## config.mk

```make
export PLATFORM = sky130hd
export DESIGN_NAME = wtc_cfg_regs_flat
export DESIGN_NICKNAME = d
export VERILOG_FILES = /design/src/hw/rtl/wtc_pkg.sv /design/src/hw/rtl/wtc_cfg_if.sv /design/src/hw/rtl/wtc_cfg_regs.sv /design/src/flat_wrapper.sv
export SDC_FILE = /design/constraint.sdc
export NUM_CORES = 1
export LEC_CHECK = 0
export ABC_AREA = 0
export BUFFER_PORTS_ARGS = -buffer_cell sky130_fd_sc_hd__clkbuf_2
export CORE_MARGIN = 10
export CORE_UTILIZATION = 30
export DETAILED_ROUTE_END_ITERATION = 6
export GPL_TIMING_DRIVEN = 0
export HOLD_SLACK_MARGIN = 0.05
export MAX_ROUTING_LAYER = met4
export PLACE_DENSITY_LB_ADDON = 0.2
export SLEW_MARGIN = 0
export SYNTH_ARGS = -nofsm -noshare
export SYNTH_HDL_FRONTEND = slang
export SYNTH_SLANG_ARGS = --single-unit
```

## constraint.sdc

```tcl
create_clock -name clk -period 0.9 [get_ports clk]
set_input_delay 0 -clock clk [delete_from_list [all_inputs] [get_ports clk]]
set_output_delay 0 -clock clk [all_outputs]
set_load 0.005 [all_outputs]
```

## src/hw/rtl/wtc_pkg.sv

```systemverilog
// ----------------------------------------------------------------------------
// wtc_pkg
// Shared types and constants of the window threshold classifier.
// ----------------------------------------------------------------------------
package wtc_pkg;

	localparam int COORD_W   = 8;
	localparam int SAMPLE_W  = 16;
	localparam int ENTRY_W   = SAMPLE_W + 1;
	localparam int CFG_IDX_W = 3;
	localparam int CFG_DAT_W = 16;
	localparam int RADIUS_W  = 3;
	localparam int MIN_CNT_W = 8;
	localparam int GRID_W    = 9;
	localparam int CRD_W     = 10;

	typedef enum logic {
		CMD_LOAD     = 1'b0,
		CMD_CLASSIFY = 1'b1
	} command_t;

	typedef enum logic [1:0] {
		CLS_FALSE   = 2'd0,
		CLS_RELAXED = 2'd1,
		CLS_TRUE    = 2'd2,
		CLS_MISSING = 2'd3
	} point_class_t;

	typedef enum logic [CFG_IDX_W-1:0] {
		REG_LO_BOUND        = 3'd0,
		REG_HI_BOUND        = 3'd1,
		REG_RELAX_RADIUS    = 3'd2,
		REG_RELAX_MIN_COUNT = 3'd3,
		REG_CENTRE_OVERRIDE = 3'd4,
		REG_GRID_WIDTH      = 3'd5,
		REG_GRID_HEIGHT     = 3'd6
	} cfg_idx_t;

	typedef struct packed {
		logic signed [SAMPLE_W-1:0] lo_bound;
		logic signed [SAMPLE_W-1:0] hi_bound;
		logic [RADIUS_W-1:0]        relax_radius;
		logic [MIN_CNT_W-1:0]       relax_min_count;
		logic                       true_if_centre_in_range;
		logic [GRID_W-1:0]          grid_width;
		logic [GRID_W-1:0]          grid_height;
	} cfg_t;

endpackage

```

## src/hw/rtl/wtc_cfg_if.sv

```systemverilog
// ----------------------------------------------------------------------------
// wtc_cfg_if
// Configuration write channel: register index and write data.
// ----------------------------------------------------------------------------
interface wtc_cfg_if import wtc_pkg::*; ();
	logic                 valid;
	logic                 ready;
	logic [CFG_IDX_W-1:0] index;
	logic [CFG_DAT_W-1:0] data;

	modport source(output valid, index, data, input ready);
	modport sink(input valid, index, data, output ready);
endinterface

```

## src/hw/rtl/wtc_cfg_regs.sv

```systemverilog
// ----------------------------------------------------------------------------
// wtc_cfg_regs
// Configuration register file, written through the configuration channel.
// ----------------------------------------------------------------------------
module wtc_cfg_regs import wtc_pkg::*; (
	input  logic      clk,
	input  logic      arst_n,
	wtc_cfg_if.sink   wr,
	output cfg_t      cfg
);
	cfg_t regs_q;

	assign wr.ready = 1'b1;
	assign cfg      = regs_q;

	always_ff @(posedge clk or negedge arst_n) begin
		if (!arst_n) begin
			regs_q.lo_bound                <= '0;
			regs_q.hi_bound                <= 16'sh7FFF;
			regs_q.relax_radius            <= '0;
			regs_q.relax_min_count         <= MIN_CNT_W'(1);
			regs_q.true_if_centre_in_range <= 1'b0;
			regs_q.grid_width              <= GRID_W'(256);
			regs_q.grid_height             <= GRID_W'(256);
		end else if (wr.valid) begin
			case (cfg_idx_t'(wr.index))
				REG_LO_BOUND:        regs_q.lo_bound <= $signed(wr.data);
				REG_HI_BOUND:        regs_q.hi_bound <= $signed(wr.data);
				REG_RELAX_RADIUS:    regs_q.relax_radius <= wr.data[RADIUS_W-1:0];
				REG_RELAX_MIN_COUNT: regs_q.relax_min_count <= wr.data[MIN_CNT_W-1:0];
				REG_CENTRE_OVERRIDE: regs_q.true_if_centre_in_range <= wr.data[0];
				REG_GRID_WIDTH:      regs_q.grid_width <= wr.data[GRID_W-1:0];
				REG_GRID_HEIGHT:     regs_q.grid_height <= wr.data[GRID_W-1:0];
				default: begin
				end
			endcase
		end
	end
endmodule

```

## src/flat_wrapper.sv

```systemverilog
// flat-port wrapper written by rule: the top's interface ports become plain ports
module wtc_cfg_regs_flat import wtc_pkg::*;
  (clk, arst_n, cfg, wr_valid, wr_index, wr_data, wr_ready);
  wtc_cfg_if wr_i ();
  input  logic clk;
  input  logic arst_n;
  output cfg_t cfg;
  input wire logic [$bits(wr_i.valid)-1:0] wr_valid;
  input wire logic [$bits(wr_i.index)-1:0] wr_index;
  input wire logic [$bits(wr_i.data)-1:0] wr_data;
  output wire logic [$bits(wr_i.ready)-1:0] wr_ready;
  assign wr_i.valid = wr_valid;
  assign wr_i.index = wr_index;
  assign wr_i.data = wr_data;
  assign wr_ready = wr_i.ready;
  wtc_cfg_regs u_core (.clk(clk), .arst_n(arst_n), .wr(wr_i), .cfg(cfg));
endmodule
```

==> out/qor.yml, run 1 <==
sta:
  slew_headroom: 0.4406
  tightest_slew_ns: 0.8391
  setup_viol_count_final: 18
  whs_ns: -0.1982
  finClkSkew_ns: 0
  hold_violations: 44
  finalCriticalPeriod_ns: 0.9734
  rsz0062_at_grt: "yes"
  worst_slack_ns: -0.07344
  fin_crit_sh: 1.082
  fmax_mhz: 1027
  maxSlewViolCount: 0
place:
  hpwl_mm: 4.229
  post_dp_cell_area_mm2: 0.003077
  gp_congestion: 0.6599
  pre_cts_ws_ns: -0.6051
  numPortBuffers: 79
finish:
  regArea_mm2: 0.001574
  syn_to_final_growth_pct: 49.82
  drive_gt1_frac: 0.7462
  final_cell_area_mm2: 0.003612
  largest_register_ffs: 62
  fillers: 717
  antenna_cells: 0
  fin_util: 0.4650
  multi_input_area_um2: 885.9
  fin_nets: 281
synthesis:
  ys_seq_elements: 62
  synth.distinct_cells: 13
  synth_warnings: 0
  synth_top_cell_by_area: "dfrtp_1"
  netlist_top_cells_area: "dfrtp_1 46%, mux2_2 24%, dfstp_2 20%"
  synth_fp_nets: 162
  netlist_area_mm2: 0.002411
  yosysTopAreaCellShare: 0.4567
  seq_area_frac_synth: 0.6528
  syn_inst: 140
  syn_avg_cell_area_um2: 17.22
global_route:
  grt_pass1_vias: 1794
  grt_pass1_wl_mm: 9.777
  grt_max_degree: 63
  antenna_found_initial: 0
  grt_use_total: 0.1102
  overflow: 0
route:
  wl_mm: 6.137
  vias_per_cell: 4.432
  drc: 0
  vias: 1622
  drt_first_pass_iters: 4
  ant_nets: 0
  routedWlPerCell_um: 16.77
  drt_iter0_markers: 44
cts:
  numCtsBuffers: 9
  clk_pin_slew_ns: 0.07
  cts_root_buf: "clkbuf_8"
  clock-sinks: 62
  htree_levels: 3
  cts.path.max_buffers: 2
  cts_tree: "built"
  clk_latency_ns: 0.32
  hold_buffers: 16
critical_path:
  path_cells: "buf_6"
  start_kind: "flip-flop"
  cp_top_family: "flip-flops"
  slowest_delay_ns: 0.55
  worstSetupPathType: "flip-flop to output pin"
  worstPathMaxFanout: 2
  cp_data_arrival_time_ns: 0.97
  cp.required_ns: 0.90
  cp-end-kind: "output pin"
  cp_num_buf_inv: 1
  slowest_stage: "dfstp_2"
pwr:
  pwr-share-comb: 0.252
  leakage_nw: 1.712
  p_sw_mw: 2.105
  internal-power_mw: 6.031
  p_sw_frac: 0.2587
  clkPwrFrac: 0.269
  powerDensity_mw_per_mm2: 2252
  max-vdd-ir-drop_mv: 0.8509
  p_seq_frac: 0.479
floorplan:
  core-area_mm2: 0.007767
  fp.dieW_um: 109.7
  ios: 85
  die_area_mm2: 0.01202
  start_util: 0.3104
  num_rows: 32
  die_h_um: 109.7
min_path:
  min_path_type: "input pin to asynchronous set/reset pin"
job:
  drv_cap: 0
outcome:
  violations: "hold timing, setup timing"
  status: "complete, but fails checks"
## cells in the mapped netlist
cell type and n:
mux2_2 52, dfrtp_1 44, dfstp_2 18, mux2_1 10, buf_2 3, buf_4 3, nand4b_1 3, nor4bb_1 2
and4bb_2 1, buf_6 1, clkbuf_1 1, conb_1 1, nor4b_4 1
## power groups by stage
stage	clock (mW)	combinational [mW]	sequential [mW]
2_1_floorplan	0	0.787	3.93
3_3_place_gp	0	1.74	3.91
3_5_place_dp	0	1.77	3.91
4_1_cts	2.27	1.94	3.87
5_1_grt	2.42	2.23	3.98
6_report	2.19	2.05	3.90
## per-stage QoR
stage | setup TNS [ns] | total power [mW] | std cells
2_1_floorplan | -8.102 | 4.715 | 140
6_report | -1.119 | 8.135 | 366
4_1_cts | -1.689 | 8.080 | 365
3_5_place_dp | -24.47 | 5.684 | 321
3_3_place_gp | -52.24 | 5.655 | 321
5_1_grt | -1.793 | 8.637 | 366
## per-layer routing
| layer | wire length (µm) | track usage | vias to the layer above |
|---|---|---|---|
| met5 | 0 | - | - |
| met1 | 2913 | 0.1446 | 813 |
| li1 | - | - | 736 |
| met4 | 99 | 0.04740 | 0 |
| met2 | 2699 | 0.1533 | 62 |
| met3 | 424 | 0.03394 | 11 |
## cell type report
class / instances / share of cell area
Clock buffer: 12 / 0.04295
Clock inverter: 4 / 0.006235
Tap cell: 102 / 0.03533
Buffer: 8 / 0.02529
Sequential cell: 62 / 0.4357
Timing Repair Buffer: 108 / 0.2092
Multi-Input combinational cell: 70 / 0.2452
## layout by cell type, fill, tap and decap left out
cell	synthesis	layout
clkbuf_8	0	11
nor4bb_1	2	2
and4bb_2	1	1
buf_8	0	4
clkbuf_1	1	1
dfstp_2	18	18
buf_12	0	1
clkinv_2	0	3
conb_1	1	1
buf_6	1	15
nand4b_1	3	3
mux2_2	52	35
dfrtp_1	44	44
mux2_4	0	27
clkbuf_2	0	65
dlygate4sd3_1	0	16
clkinvlp_4	0	1
clkbuf_4	0	1
nor4b_4	1	1
buf_4	3	14
## worst paths after layout
kind	cells after the start	from	end	slack, ns
hold reg to reg	1	u_core.cfg[26]	u_core.cfg[26]	0.51
min in group clk	3	wr_index[0]	u_core.cfg[18]	0.06
setup reg to reg	2	u_core.cfg[30]	u_core.cfg[30]	0.06
max in group asynchronous	1	arst_n	u_core.cfg[27]	0.55
hold / removal	1	arst_n	u_core.cfg[59]	-0.20
setup / recovery	1	u_core.cfg[32]	cfg[32]	-0.07
## cells by family (layout without fill, tap and decap cells)
| logic type | Yosys count | after routing | synth area share |
|---|---|---|---|
| buffers and inverters | 8 | 132 | 0.02179 |
| multiplexers | 62 | 62 | 0.2896 |
| flip-flops | 62 | 62 | 0.6528 |
| AND/OR/NAND/NOR | 7 | 7 | 0.03425 |
| other | 1 | 1 | 0.001555 |
## timing repair
action | in CTS | in global routing
hold endpoints to repair | 106 | 45
gates cloned | 0 | 0
pin swaps | 1 | 0
endpoints found under the setup margin | 63 | 18
resized for setup | 0 | 24
buffers inserted | 12 | 1
(Power assumes the default switching activity.)
==> inputs of run 2 (changes only) <==
PLACE_DENSITY = 0.59   (was not set)
PLACE_DENSITY_LB_ADDON = not set   (was 0.2)
==> out/qor.yml, run 2 (synthesized netlist as in run 1, its figures left out) <==
outcome:
  status: "complete, but fails checks"  # unchanged
  violations: "hold timing, setup timing"  # unchanged
sta:
  worst_slack_ns: -0.08325  # was -0.07344 ns
  fin_crit_sh: 1.093  # was 1.082
  tightest_slew_ns: 0.8299  # was 0.8391 ns
  hold_violations: 44  # unchanged
  maxSlewViolCount: 0  # unchanged
  fmax_mhz: 1017  # was 1027 MHz
  finalCriticalPeriod_ns: 0.9833  # was 0.9734 ns
  slew_headroom: 0.4467  # was 0.4406
  whs_ns: -0.2015  # was -0.1982 ns
  rsz0062_at_grt: "yes"  # unchanged
  setup_viol_count_final: 18  # unchanged
  finClkSkew_ns: 0  # unchanged
finish:
  final_cell_mix: "64 x clkbuf_2, 44 x dfrtp_1, 35 x mux2_2, 27 x mux2_4"  # was 65 x clkbuf_2, 44 x dfrtp_1, 35 x mux2_2, 27 x mux2_4, 18 x dfstp_2
  fin_util: 0.4683  # was 0.4650
  drive_gt1_frac: 0.7491  # was 0.7462
  layout.cells.non_filler: 369  # was 366
  mostFrequentLayoutCell: "clkbuf_2"  # unchanged
  fin_nets: 284  # was 281
  largest_register_ffs: 62  # unchanged
  antenna_cells: 0  # unchanged
  syn_to_final_growth_pct: 50.86  # was 49.82%
global_route:
  overflow: 0  # unchanged
  grt_pass1_wl_mm: 10.08  # was 9.777 mm
  antenna_found_initial: 0  # unchanged
  grt_pass1_vias: 1765  # was 1794
  grt_max_degree: 63  # unchanged
  grt_use_total: 0.1134  # was 0.1102
critical_path:
  rr_endpoint: "u_core.cfg[36]"  # was u_core.cfg[30]
  cp_data_arrival_time_ns: 0.98  # was 0.97 ns
  cp.required_ns: 0.90  # about the same
  r2r-start: "u_core.cfg[36]"  # was u_core.cfg[30]
  worstSetupPathType: "flip-flop to output pin"  # unchanged
  cp_top_family: "flip-flops"  # unchanged
  worstPathMaxFanout: 2  # unchanged
  cp_num_buf_inv: 1  # unchanged
  slowest_stage: "dfstp_2"  # unchanged
  cp-end-kind: "output pin"  # unchanged
  path_cells: "clkbuf_2"  # was buf_6
  rr_worst_depth: 2  # unchanged
  slowest_delay_ns: 0.54  # was 0.55 ns
  start_kind: "flip-flop"  # unchanged
  ff2ff_setup_slack_ns: 0.07  # was 0.06 ns
place:
  numPortBuffers: 79  # unchanged
  gp_congestion: 0.7069  # was 0.6599
  hpwl_mm: 4.329  # was 4.229 mm
  place_inst: 321  # unchanged
cts:
  htree_levels: 3  # unchanged
  clk_latency_ns: 0.33  # was 0.32 ns
  cts.path.max_buffers: 2  # unchanged
  clock-sinks: 62  # unchanged
  cts_root_buf: "clkbuf_8"  # unchanged
  clk_pin_slew_ns: 0.07  # about the same
  cts_tree: "built"  # unchanged
  numCtsBuffers: 9  # unchanged
  hold_buffers: 16  # unchanged
route:
  vias_per_cell: 4.428  # was 4.432
  drc: 0  # unchanged
  vias: 1634  # was 1622
  routedWlPerCell_um: 17.18  # was 16.77 µm
  drt_first_pass_iters: 3  # was 4
  ant_nets: 0  # unchanged
  wl_mm: 6.341  # was 6.137 mm
  drt_iter0_markers: 19  # was 44
floorplan:
  core-area_mm2: 0.007767  # unchanged
  ios: 85  # unchanged
  die_area_mm2: 0.01202  # unchanged
  fp.dieW_um: 109.7  # unchanged
  num_rows: 32  # unchanged
  die_h_um: 109.7  # unchanged
  start_util: 0.3104  # unchanged
pwr:
  max-vdd-ir-drop_mv: 1.042  # was 0.8509 mV
  leakage_nw: 1.731  # was 1.712 nW
  powerDensity_mw_per_mm2: 2257  # was 2252 mW/mm²
job:
  drv_cap: 0  # unchanged
min_path:
  min_path_type: "input pin to asynchronous set/reset pin"  # unchanged
-- run 2: worst max-delay path by stage --
stage,cells past startpoint,end,startpoint
2_1_floorplan,4,u_core.cfg[51],wr_index[0]
3_3_place_gp,4,u_core.cfg[59],wr_index[0]
5_1_grt,1,cfg[31],u_core.cfg[31]
6_report,1,cfg[19],u_core.cfg[19]
4_1_cts,1,cfg[35],u_core.cfg[35]
3_5_place_dp,4,u_core.cfg[54],wr_index[0]
-- run 2: worst reg2reg max path: cells and delay by family, from the launching register on --
family,cells,cell delay [ns]
buffers and inverters,1,0.13
DFF,1,0.38
muxes,1,0.26
-- run 2: report_power, final --
group          total (mW)  switching (mW)  leakage (nW)  internal, mW
clock network        2.26            1.05        0.0954          1.22
registers            3.89           0.351         0.717          3.54
logic                2.06           0.704         0.919          1.35
-- run 2: stage by stage --
step | hold slack [ns] | total power [mW] | setup WS [ns] | TNS [ns] | cell area [µm²]
4_1_cts | -0.1774 | 8.141 | -0.1135 | -1.741 | 3498
5_1_grt | -0.1530 | 8.706 | -0.1344 | -1.978 | 3637
3_3_place_gp | 0.2461 | 5.637 | -0.5854 | -50.69 | 3074
6_report | -0.2015 | 8.208 | -0.08325 | -1.137 | 3637
2_1_floorplan | -0.2956 | 4.715 | -0.3026 | -8.102 | 2551
3_5_place_dp | 0.1888 | 5.692 | -0.6278 | -25.49 | 3077
-- run 2: metal layers --
layer | global-route usage | vias to the layer above | share of wire | routed length, µm
met5 | - | - | 0 | 0
met4 | 0.03903 | 0 | 0.0057 | 36
met3 | 0.04447 | 4 | 0.076 | 483
met2 | 0.1555 | 66 | 0.45 | 2878
met1 | 0.1485 | 814 | 0.46 | 2943
li1 | - | 750 | - | -
-- run 2: area by class of cell --
cell class,count,area (µm²)
fillers,711,4130
flip-flops and latches,62,1574
clock inverters,3,17.52
well taps,102,127.6
multi-input cells,70,885.9
plain buffers,8,91.34
clock buffers,13,168.9
repair buffers,111,772.0
-- run 2: timing repair --
action                                  CTS  global route
resized for setup                         0            27
endpoints found under the hold margin   106            45
setup buffers                            10             6
endpoints found under the setup margin   60            30
pin swaps                                 1             0
