[src/hw/rtl/wtc_pkg.sv]
// ----------------------------------------------------------------------------
// wtc_pkg
// Shared types and constants of the window threshold classifier.
// ----------------------------------------------------------------------------
package wtc_pkg;

	localparam int COORD_W   = 8;
	localparam int SAMPLE_W  = 16;
	localparam int ENTRY_W   = SAMPLE_W + 1;
	localparam int CFG_IDX_W = 3;
	localparam int CFG_DAT_W = 16;
	localparam int RADIUS_W  = 3;
	localparam int MIN_CNT_W = 8;
	localparam int GRID_W    = 9;
	localparam int CRD_W     = 10;

	typedef enum logic {
		CMD_LOAD     = 1'b0,
		CMD_CLASSIFY = 1'b1
	} command_t;

	typedef enum logic [1:0] {
		CLS_FALSE   = 2'd0,
		CLS_RELAXED = 2'd1,
		CLS_TRUE    = 2'd2,
		CLS_MISSING = 2'd3
	} point_class_t;

	typedef enum logic [CFG_IDX_W-1:0] {
		REG_LO_BOUND        = 3'd0,
		REG_HI_BOUND        = 3'd1,
		REG_RELAX_RADIUS    = 3'd2,
		REG_RELAX_MIN_COUNT = 3'd3,
		REG_CENTRE_OVERRIDE = 3'd4,
		REG_GRID_WIDTH      = 3'd5,
		REG_GRID_HEIGHT     = 3'd6
	} cfg_idx_t;

	typedef struct packed {
		logic signed [SAMPLE_W-1:0] lo_bound;
		logic signed [SAMPLE_W-1:0] hi_bound;
		logic [RADIUS_W-1:0]        relax_radius;
		logic [MIN_CNT_W-1:0]       relax_min_count;
		logic                       true_if_centre_in_range;
		logic [GRID_W-1:0]          grid_width;
		logic [GRID_W-1:0]          grid_height;
	} cfg_t;

endpackage

[src/hw/rtl/wtc_item_if.sv]
// ----------------------------------------------------------------------------
// wtc_item_if
// Input item channel: load or classify command with point and sample.
// ----------------------------------------------------------------------------
interface wtc_item_if import wtc_pkg::*; ();
	logic                       valid;
	logic                       ready;
	logic                       command;
	logic [COORD_W-1:0]         col;
	logic [COORD_W-1:0]         row;
	logic signed [SAMPLE_W-1:0] sample;
	logic                       sample_invalid;

	modport source(output valid, command, col, row, sample, sample_invalid, input ready);
	modport sink(input valid, command, col, row, sample, sample_invalid, output ready);
endinterface

[src/hw/rtl/wtc_result_if.sv]
// ----------------------------------------------------------------------------
// wtc_result_if
// Result channel: class of one point with its coordinates.
// ----------------------------------------------------------------------------
interface wtc_result_if import wtc_pkg::*; ();
	logic               valid;
	logic               ready;
	logic [1:0]         point_class;
	logic [COORD_W-1:0] class_col;
	logic [COORD_W-1:0] class_row;

	modport source(output valid, point_class, class_col, class_row, input ready);
	modport sink(input valid, point_class, class_col, class_row, output ready);
endinterface

[src/hw/rtl/wtc_scan.sv]
// ----------------------------------------------------------------------------
// wtc_scan
// Load path and window scan sequencer: walks the window over the sample
// store one window place per cycle, reading in-grid places, counts in-range
// and missing places, decides the class and holds it in the output register.
// ----------------------------------------------------------------------------
module wtc_scan import wtc_pkg::*; #(
	parameter int MAX_WIDTH  = 256,
	parameter int MAX_HEIGHT = 256,
	parameter int MAX_RADIUS = 7,
	parameter int AW         = 16
) (
	input  logic              clk,
	input  logic              arst_n,
	input  cfg_t              cfg,
	wtc_item_if.sink          item,
	wtc_result_if.source      result,
	output logic              ram_we,
	output logic [AW-1:0]     ram_waddr,
	output logic [ENTRY_W-1:0] ram_wdata,
	output logic              ram_re,
	output logic [AW-1:0]     ram_raddr,
	input  logic [ENTRY_W-1:0] ram_rdata
);
	localparam int CW    = (MAX_WIDTH > 1) ? $clog2(MAX_WIDTH) : 1;
	localparam int RW    = (MAX_HEIGHT > 1) ? $clog2(MAX_HEIGHT) : 1;
	localparam int DW    = (MAX_RADIUS > 0) ? $clog2(2 * MAX_RADIUS + 1) : 1;
	localparam int CNT_W = $clog2((2 * MAX_RADIUS + 1) * (2 * MAX_RADIUS + 1) + 1);
	localparam int CMP_W = (CNT_W > MIN_CNT_W) ? CNT_W : MIN_CNT_W;
	localparam int SUM_W = CNT_W + 1;

	typedef enum logic [3:0] {
		ST_IDLE  = 4'b0001,
		ST_SCAN  = 4'b0010,
		ST_DRAIN = 4'b0100,
		ST_DONE  = 4'b1000
	} state_t;

	function automatic logic in_limits(input logic signed [SAMPLE_W-1:0] v,
		input logic signed [SAMPLE_W-1:0] lo, input logic signed [SAMPLE_W-1:0] hi);
		return (v >= lo) && (v <= hi);
	endfunction

	state_t               state_q;
	logic [DW-1:0]        r_q, last_q, dx_q, dy_q;
	logic [COORD_W-1:0]   col_q, row_q;
	logic [GRID_W-1:0]    nx_q, ny_q;
	logic [CNT_W-1:0]     wsize_q, found_q, missing_q;
	logic                 act_s1, grid_s1, ctr_s1;
	logic                 ctr_grid_q, ctr_inr_q;
	logic                 out_valid_q;
	point_class_t         out_class_q;
	logic [COORD_W-1:0]   out_col_q, out_row_q;

	logic                 accept, start, out_free;
	logic [DW-1:0]        r_next, side_next;
	logic [GRID_W-1:0]    nx_next, ny_next;
	logic signed [CRD_W-1:0] x, y;
	logic                 x_in, y_in, grid_now, ctr_now, last_now, row_end;
	logic                 load_ok, value_inr;
	point_class_t         cls;

	assign item.ready = (state_q == ST_IDLE);
	assign accept     = item.valid && item.ready;
	assign start      = accept && (command_t'(item.command) == CMD_CLASSIFY);
	assign out_free   = !out_valid_q || result.ready;

	// load path
	assign load_ok   = (32'(item.col) < MAX_WIDTH) && (32'(item.row) < MAX_HEIGHT);
	assign ram_we    = accept && (command_t'(item.command) == CMD_LOAD) && load_ok;
	assign ram_waddr = {RW'(item.row), CW'(item.col)};
	assign ram_wdata = {item.sample_invalid, item.sample};

	// window setup, radius and grid saturate to the build limits
	assign r_next    = (32'(cfg.relax_radius) > MAX_RADIUS) ? DW'(MAX_RADIUS)
	                                                        : DW'(cfg.relax_radius);
	assign side_next = DW'({r_next, 1'b0}) + DW'(1);
	assign nx_next   = (32'(cfg.grid_width) > MAX_WIDTH) ? GRID_W'(MAX_WIDTH)
	                                                     : cfg.grid_width;
	assign ny_next   = (32'(cfg.grid_height) > MAX_HEIGHT) ? GRID_W'(MAX_HEIGHT)
	                                                       : cfg.grid_height;

	// current window place
	assign x = $signed({2'b00, col_q}) - $signed(CRD_W'(r_q)) + $signed(CRD_W'(dx_q));
	assign y = $signed({2'b00, row_q}) - $signed(CRD_W'(r_q)) + $signed(CRD_W'(dy_q));
	assign x_in     = !x[CRD_W-1] && (x[GRID_W-1:0] < nx_q);
	assign y_in     = !y[CRD_W-1] && (y[GRID_W-1:0] < ny_q);
	assign grid_now = x_in && y_in;
	assign ctr_now  = (dx_q == r_q) && (dy_q == r_q);
	assign row_end  = (dx_q == last_q);
	assign last_now = row_end && (dy_q == last_q);

	assign ram_re    = (state_q == ST_SCAN) && grid_now;
	assign ram_raddr = {RW'(y[GRID_W-1:0]), CW'(x[GRID_W-1:0])};

	assign value_inr = in_limits(ram_rdata[SAMPLE_W-1:0], cfg.lo_bound, cfg.hi_bound);

	always_comb begin
		cls = CLS_FALSE;
		if (found_q == wsize_q) begin
			cls = CLS_TRUE;
		end else if (CMP_W'(found_q) >= CMP_W'(cfg.relax_min_count)) begin
			cls = CLS_RELAXED;
		end
		if (missing_q == wsize_q) begin
			cls = CLS_MISSING;
		end
		if (cfg.true_if_centre_in_range && ctr_grid_q && ctr_inr_q) begin
			cls = CLS_TRUE;
		end
	end

	always_ff @(posedge clk or negedge arst_n) begin
		if (!arst_n) begin
			state_q     <= ST_IDLE;
			act_s1      <= 1'b0;
			out_valid_q <= 1'b0;
		end else begin
			act_s1 <= (state_q == ST_SCAN);
			case (state_q)
				ST_IDLE: begin
					if (start) begin
						state_q <= ST_SCAN;
					end
				end
				ST_SCAN: begin
					if (last_now) begin
						state_q <= ST_DRAIN;
					end
				end
				ST_DRAIN: state_q <= ST_DONE;
				ST_DONE: begin
					if (out_free) begin
						state_q <= ST_IDLE;
					end
				end
				default: state_q <= ST_IDLE;
			endcase
			if (state_q == ST_DONE && out_free) begin
				out_valid_q <= 1'b1;
			end else if (result.ready) begin
				out_valid_q <= 1'b0;
			end
		end
	end

	always_ff @(posedge clk) begin
		grid_s1 <= grid_now;
		ctr_s1  <= ctr_now;
		if (start) begin
			r_q        <= r_next;
			last_q     <= DW'({r_next, 1'b0});
			wsize_q    <= CNT_W'(side_next) * CNT_W'(side_next);
			col_q      <= item.col;
			row_q      <= item.row;
			nx_q       <= nx_next;
			ny_q       <= ny_next;
			dx_q       <= '0;
			dy_q       <= '0;
			found_q    <= '0;
			missing_q  <= '0;
			ctr_grid_q <= 1'b0;
			ctr_inr_q  <= 1'b0;
		end else begin
			if (state_q == ST_SCAN && !last_now) begin
				if (row_end) begin
					dx_q <= '0;
					dy_q <= dy_q + DW'(1);
				end else begin
					dx_q <= dx_q + DW'(1);
				end
			end
			if (act_s1) begin
				if (!grid_s1 || ram_rdata[ENTRY_W-1]) begin
					missing_q <= missing_q + CNT_W'(1);
				end else if (value_inr) begin
					found_q <= found_q + CNT_W'(1);
				end
				if (ctr_s1) begin
					ctr_grid_q <= grid_s1;
					ctr_inr_q  <= grid_s1 && value_inr;
				end
			end
		end
		if (state_q == ST_DONE && out_free) begin
			out_class_q <= cls;
			out_col_q   <= col_q;
			out_row_q   <= row_q;
		end
	end

	assign result.valid       = out_valid_q;
	assign result.point_class = out_class_q;
	assign result.class_col   = out_col_q;
	assign result.class_row   = out_row_q;

	a_write_idle: assert property (@(posedge clk) disable iff (!arst_n)
		ram_we |-> state_q == ST_IDLE)
		else $error("store written during a window scan");

	a_count_bound: assert property (@(posedge clk) disable iff (!arst_n)
		state_q == ST_DONE |-> SUM_W'(found_q) + SUM_W'(missing_q) <= SUM_W'(wsize_q))
		else $error("window counts exceed window size");

	a_result_src: assert property (@(posedge clk) disable iff (!arst_n)
		$rose(out_valid_q) |-> $past(state_q == ST_DONE))
		else $error("result raised outside decision state");

	a_drain_order: assert property (@(posedge clk) disable iff (!arst_n)
		state_q == ST_DRAIN |-> $past(state_q == ST_SCAN) && !act_s1 == 1'b0)
		else $error("drain entered without a scan");
endmodule

[src/flat_wrapper.sv]
// flat-port wrapper written by rule: the top's interface ports become plain ports
module wtc_scan_flat import wtc_pkg::*;
#(
	parameter int MAX_WIDTH  = 256,
	parameter int MAX_HEIGHT = 256,
	parameter int MAX_RADIUS = 7,
	parameter int AW         = 16
)
  (clk, arst_n, cfg, ram_we, ram_waddr, ram_wdata, ram_re, ram_raddr, ram_rdata, item_valid, item_command, item_col, item_row, item_sample, item_sample_invalid, item_ready, result_valid, result_point_class, result_class_col, result_class_row, result_ready);
  wtc_item_if item_i ();
  wtc_result_if result_i ();
  input  logic clk;
  input  logic arst_n;
  input  cfg_t cfg;
  output logic ram_we;
  output logic [AW-1:0] ram_waddr;
  output logic [ENTRY_W-1:0] ram_wdata;
  output logic ram_re;
  output logic [AW-1:0] ram_raddr;
  input  logic [ENTRY_W-1:0] ram_rdata;
  input wire logic [$bits(item_i.valid)-1:0] item_valid;
  input wire logic [$bits(item_i.command)-1:0] item_command;
  input wire logic [$bits(item_i.col)-1:0] item_col;
  input wire logic [$bits(item_i.row)-1:0] item_row;
  input wire logic [$bits(item_i.sample)-1:0] item_sample;
  input wire logic [$bits(item_i.sample_invalid)-1:0] item_sample_invalid;
  output wire logic [$bits(item_i.ready)-1:0] item_ready;
  output wire logic [$bits(result_i.valid)-1:0] result_valid;
  output wire logic [$bits(result_i.point_class)-1:0] result_point_class;
  output wire logic [$bits(result_i.class_col)-1:0] result_class_col;
  output wire logic [$bits(result_i.class_row)-1:0] result_class_row;
  input wire logic [$bits(result_i.ready)-1:0] result_ready;
  assign item_i.valid = item_valid;
  assign item_i.command = item_command;
  assign item_i.col = item_col;
  assign item_i.row = item_row;
  assign item_i.sample = item_sample;
  assign item_i.sample_invalid = item_sample_invalid;
  assign item_ready = item_i.ready;
  assign result_valid = result_i.valid;
  assign result_point_class = result_i.point_class;
  assign result_class_col = result_i.class_col;
  assign result_class_row = result_i.class_row;
  assign result_i.ready = result_ready;
  wtc_scan #(.MAX_WIDTH(MAX_WIDTH), .MAX_HEIGHT(MAX_HEIGHT), .MAX_RADIUS(MAX_RADIUS), .AW(AW)) u_core (.clk(clk), .arst_n(arst_n), .cfg(cfg), .item(item_i), .result(result_i), .ram_we(ram_we), .ram_waddr(ram_waddr), .ram_wdata(ram_wdata), .ram_re(ram_re), .ram_raddr(ram_raddr), .ram_rdata(ram_rdata));
endmodule
[config.mk]
export PLATFORM = sky130hd
export DESIGN_NAME = wtc_scan_flat
export DESIGN_NICKNAME = d
export VERILOG_FILES = /design/src/hw/rtl/wtc_pkg.sv /design/src/hw/rtl/wtc_item_if.sv /design/src/hw/rtl/wtc_result_if.sv /design/src/hw/rtl/wtc_scan.sv /design/src/flat_wrapper.sv
export SDC_FILE = /design/constraint.sdc
export NUM_CORES = 1
export LEC_CHECK = 0
export ABC_AREA = 1
export BUFFER_PORTS_ARGS = -buffer_cell sky130_fd_sc_hd__buf_2
export CORE_UTILIZATION = 50
export CTS_CLUSTER_SIZE = 20
export DETAILED_ROUTE_END_ITERATION = 6
export PLACE_DENSITY = 0.83
export SLEW_MARGIN = 20
export SYNTH_ARGS = -nofsm -noshare
export SYNTH_HDL_FRONTEND = slang
export SYNTH_SLANG_ARGS = --single-unit
[constraint.sdc]
create_clock -name clk -period 3.94 [get_ports clk]
set_input_delay 0.197 -clock clk [delete_from_list [all_inputs] [get_ports clk]]
set_output_delay 0.197 -clock clk [all_outputs]
set_load 0.005 [all_outputs]
==> impl_metrics.yaml <==
run_status:
  outcome: "complete, but fails checks"
  violations: "negative setup slack"
global_routing:
  grt_max_degree: 26
  grt.overflow.total: 0
  grt_use_total_pct: 21.1
  grt_pass1_vias: 5515
  grt_pass1_wl_um: 24100
  antenna_found_initial: 0
yosys:
  synth.net_count: 1021
  ys_ff_latch: 95
  synth_cell_types: 57
  yosys.area.top_type: "edfxtp_1"
  yosys_warnings: 0
  synth_area_leaders: "edfxtp_1 26%, ha_1 16%, inv_1 9.3%"
  syn-cell-area_um2: 6940
  ys_seq_area_share_pct: 36.6
  synth_top_area_share_pct: 26.4
  syn_inst: 809
  avgSynthCellArea_um2: 8.58
sta:
  rsz0062_at_grt: "yes"
  post-route-min-period_ns: 4.35
  maxSlewHeadroom_pct: 57.0
  setup_ws_ns: -0.412
  fin_crit_sh_pct: 110
  setup_viol: 1
  drv_slew: 0
  finClkSkew_ns: 0.00894
  fin_worst_hold_slack_ns: 0.0332
  tns_ns: -0.412
  max_freq_ghz: 0.230
  tightest_slew_ns: 0.643
  finalHoldViolCount: 0
cts:
  clock_latency_ns: 0.35
  root_buffer: "clkbuf_16"
  h-tree-depth: 3
  clk_pin_slew_worst_paths_ns: 0.07
  cts_tree: "done"
  clock_sinks: 95
  numCtsBuffers: 9
  cts_max_path_buffers: 2
worst_setup_path:
  path_class: "register to output pin"
  r2r-end: "u_core.grid_s1"
  critical-path-top-delay-family: "adder cells"
  slowest_delay_ns: 0.39
  r2r-start: "u_core.row_q[0]"
  start_kind: "register"
  r2r_setup_slack_ns: 0.29
  cp.required_ns: 3.74
  endpoint: "ram_re"
  crit_cells: 22
  reg2reg_depth: 21
  critPathArrivalTime_ns: 4.16
  critPathMaxFanout: 4
  path_cells: "inv_1 > ha_1 > inv_2 > fa_2 > xor2_1 > ha_1 > a21oi_2 > nand2_1 > a21oi_2 > nor2_2 > nand2_1 > xor2_1 > inv_1 > ha_1 > nand2_1 > nor2_1 > a211oi_1 > o211ai_1 > a21oi_2 > nand3_2 > nor2_4 > buf_2"
  cp_num_buf_inv: 4
  crit_path_top_delay_cell: "edfxtp_1"
  cp-startpoint: "u_core.row_q[0]"
  end_kind: "output pin"
power:
  vdd_drop_max_mv: 0.244
  powerDensity_nw_per_um2: 430
  sw_frac_of_total_pct: 35.4
  power.total_mw: 3.55
  p_leak_nw: 4.22
  comb_power_share_pct: 36.5
  p_int_mw: 2.29
  seqPwrFrac_pct: 36.9
  power.switching_mw: 1.26
  power_frac_clock_pct: 26.6
cells_and_area:
  fin_cells: 1134
  nets: 1165
  final_util_pct: 61.5
  drive_gt1_share_pct: 26.9
  diodes: 0
  syn2layout_area_growth_pct: 18.7
  fillerInstances: 1107
  design_area_um2: 8240
drt:
  drc: 0
  vias: 5762
  routedWlPerCell_um: 13.5
  dr.first_iter.drc_count: 293
  drt-vias-per-instance: 5.08
  ant_nets: 0
  routed_wl_um: 15300
  drt_first_pass_iters: 5
place:
  placed_cell_area_um2: 7710
  dp_slack_ns: -0.00722
  io_buffers: 153
  place.gp.congestion: 0.821
  hpwl_um: 11200
  post-place-cells: 1105
floorplan:
  design.core.area_um2: 13400
  die_y_um: 120
  start_util_pct: 51.8
  io_pins: 188
  die_area_um2: 14400
  rows: 42
  die_w_um: 120
worst_hold_path:
  hold_class: "input port to register"
run:
  maxCapViolations: 0
## Yosys cell counts (all sizes together)
| library cell | number |
|---|---|
| a2111oi | 1 |
| a211oi | 4 |
| a21boi | 1 |
| a21o | 2 |
| a21oi | 48 |
| a221oi | 2 |
| a31o | 1 |
| a31oi | 1 |
| and2 | 1 |
| and3 | 1 |
| buf | 35 |
| clkbuf | 2 |
| dfrtp | 5 |
| dfstp | 1 |
| dfxtp | 28 |
| edfxtp | 61 |
| fa | 5 |
| ha | 90 |
| inv | 179 |
| nand2 | 120 |
| nand3 | 31 |
| nand3b | 3 |
| nand4 | 22 |
| nor2 | 68 |
| nor3 | 17 |
| nor3b | 3 |
| nor4 | 4 |
| o2111ai | 2 |
| o211ai | 1 |
| o21a | 2 |
| o21ai | 18 |
| o21bai | 3 |
| o22ai | 6 |
| o31ai | 1 |
| or2 | 6 |
| xnor2 | 15 |
| xor2 | 19 |
## worst reg2reg max path: stages, from the launching register on
cell      delay, ns
edfxtp_1       0.39
inv_1          0.07
ha_1           0.15
inv_2          0.05
fa_2           0.34
xor2_1         0.16
ha_1           0.37
a21oi_2        0.20
nand2_1        0.13
a21oi_2        0.20
nor2_2         0.08
nand2_1        0.10
xor2_1         0.14
inv_1          0.06
ha_1           0.27
nand2_1        0.08
nor2_1         0.05
a211oi_1       0.17
o211ai_1       0.14
a21oi_2        0.18
nand3_2        0.16
inv_1          0.09
## cells by family (layout without fill, tap and decap cells)
family / Yosys count / in the layout / synth area share, %
AND/OR/NAND/NOR: 276 / 276 / 19.8
flip-flops: 95 / 95 / 36.6
AO/OA/AOI/OAI: 93 / 93 / 7.89
XOR/XNOR: 34 / 34 / 4.51
adder cells (fa/ha/maj): 95 / 95 / 17.7
buffers and inverters: 216 / 365 / 13.5
## layout by cell type, fill, tap and decap left out, types with 3 or more instances in the layout
cell | netlist | final
inv_1 | 172 | 169
buf_2 | 1 | 153
nand2_1 | 113 | 111
ha_1 | 90 | 86
edfxtp_1 | 61 | 61
nor2_1 | 61 | 57
a21oi_1 | 45 | 40
dfxtp_1 | 28 | 28
nand3_1 | 24 | 24
nand4_1 | 20 | 20
xor2_1 | 18 | 18
o21ai_0 | 16 | 16
buf_4 | 34 | 15
xnor2_1 | 14 | 13
nor3_1 | 13 | 12
inv_2 | 7 | 10
clkbuf_16 | 0 | 9
a21oi_2 | 3 | 8
nand2_2 | 5 | 7
o22ai_1 | 6 | 6
or2_2 | 5 | 5
nor2_4 | 2 | 5
nor2_2 | 4 | 5
nor3_2 | 4 | 5
nand3_2 | 5 | 5
dfrtp_1 | 5 | 5
nor4_1 | 4 | 4
o21bai_1 | 3 | 3
fa_1 | 5 | 3
ha_2 | 0 | 3
## sequential cells by signal (all words and copies together) (netlist names), 2 cells and up
name                       cells
u_core.row_q                   8
u_core.dx_q                    4
u_core.state_q                 4
u_core.missing_q               8
u_core.wsize_q                 6
u_core.result.class_row        8
u_core.col_q                   8
u_core.dy_q                    4
u_core.nx_q                    9
u_core.result.point_class      2
u_core.found_q                 8
u_core.ny_q                    9
u_core.r_q                     3
u_core.result.class_col        8
## layer usage
metal / track usage, % / wire [µm]
met1: 24.8 / 6360
met2: 36.6 / 7480
met3: 4.47 / 999
met4: 9.92 / 467
met5: 0 / 0
## worst min path at each step
stage                 from                   to  cells after the start
3_3_place_gp        arst_n  u_core.result.valid                      1
4_1_cts        item_row[6]      u_core.row_q[6]                      1
2_1_floorplan       arst_n        u_core.act_s1                      0
6_report       item_col[7]      u_core.col_q[7]                      1
5_1_grt        item_row[5]      u_core.row_q[5]                      1
3_5_place_dp        arst_n  u_core.result.valid                      1
## power groups by stage
stage	sequential (mW)	clock [mW]	combinational, mW
6_report	1.31	0.944	1.30
5_1_grt	1.32	0.987	1.45
4_1_cts	1.30	0.956	1.22
3_5_place_dp	1.32	0	1.16
3_3_place_gp	1.32	0	1.11
2_1_floorplan	1.29	0	0.812
## final cells by class
| type | count | area (µm²) | area share [%] |
|---|---|---|---|
| Tap cell | 176 | 220 | 2.67 |
| Timing Repair Buffer | 170 | 908 | 11.0 |
| Sequential cell | 95 | 2540 | 30.9 |
| Clock buffer | 9 | 225 | 2.73 |
| Multi-Input combinational cell | 498 | 3580 | 43.4 |
| Clock inverter | 7 | 93.8 | 1.14 |
| Inverter | 179 | 672 | 8.15 |
## what timing repair did
action | 4_1_cts | 5_1_grt
pin swaps | 9 | 13
endpoints found under the setup margin | 1 | 1
gates resized for setup | 14 | 13
hold endpoints to repair | 6 | 0
setup buffers | 5 | 7
hold buffers | 1 | 0
Power figures use the tool's default switching activity.
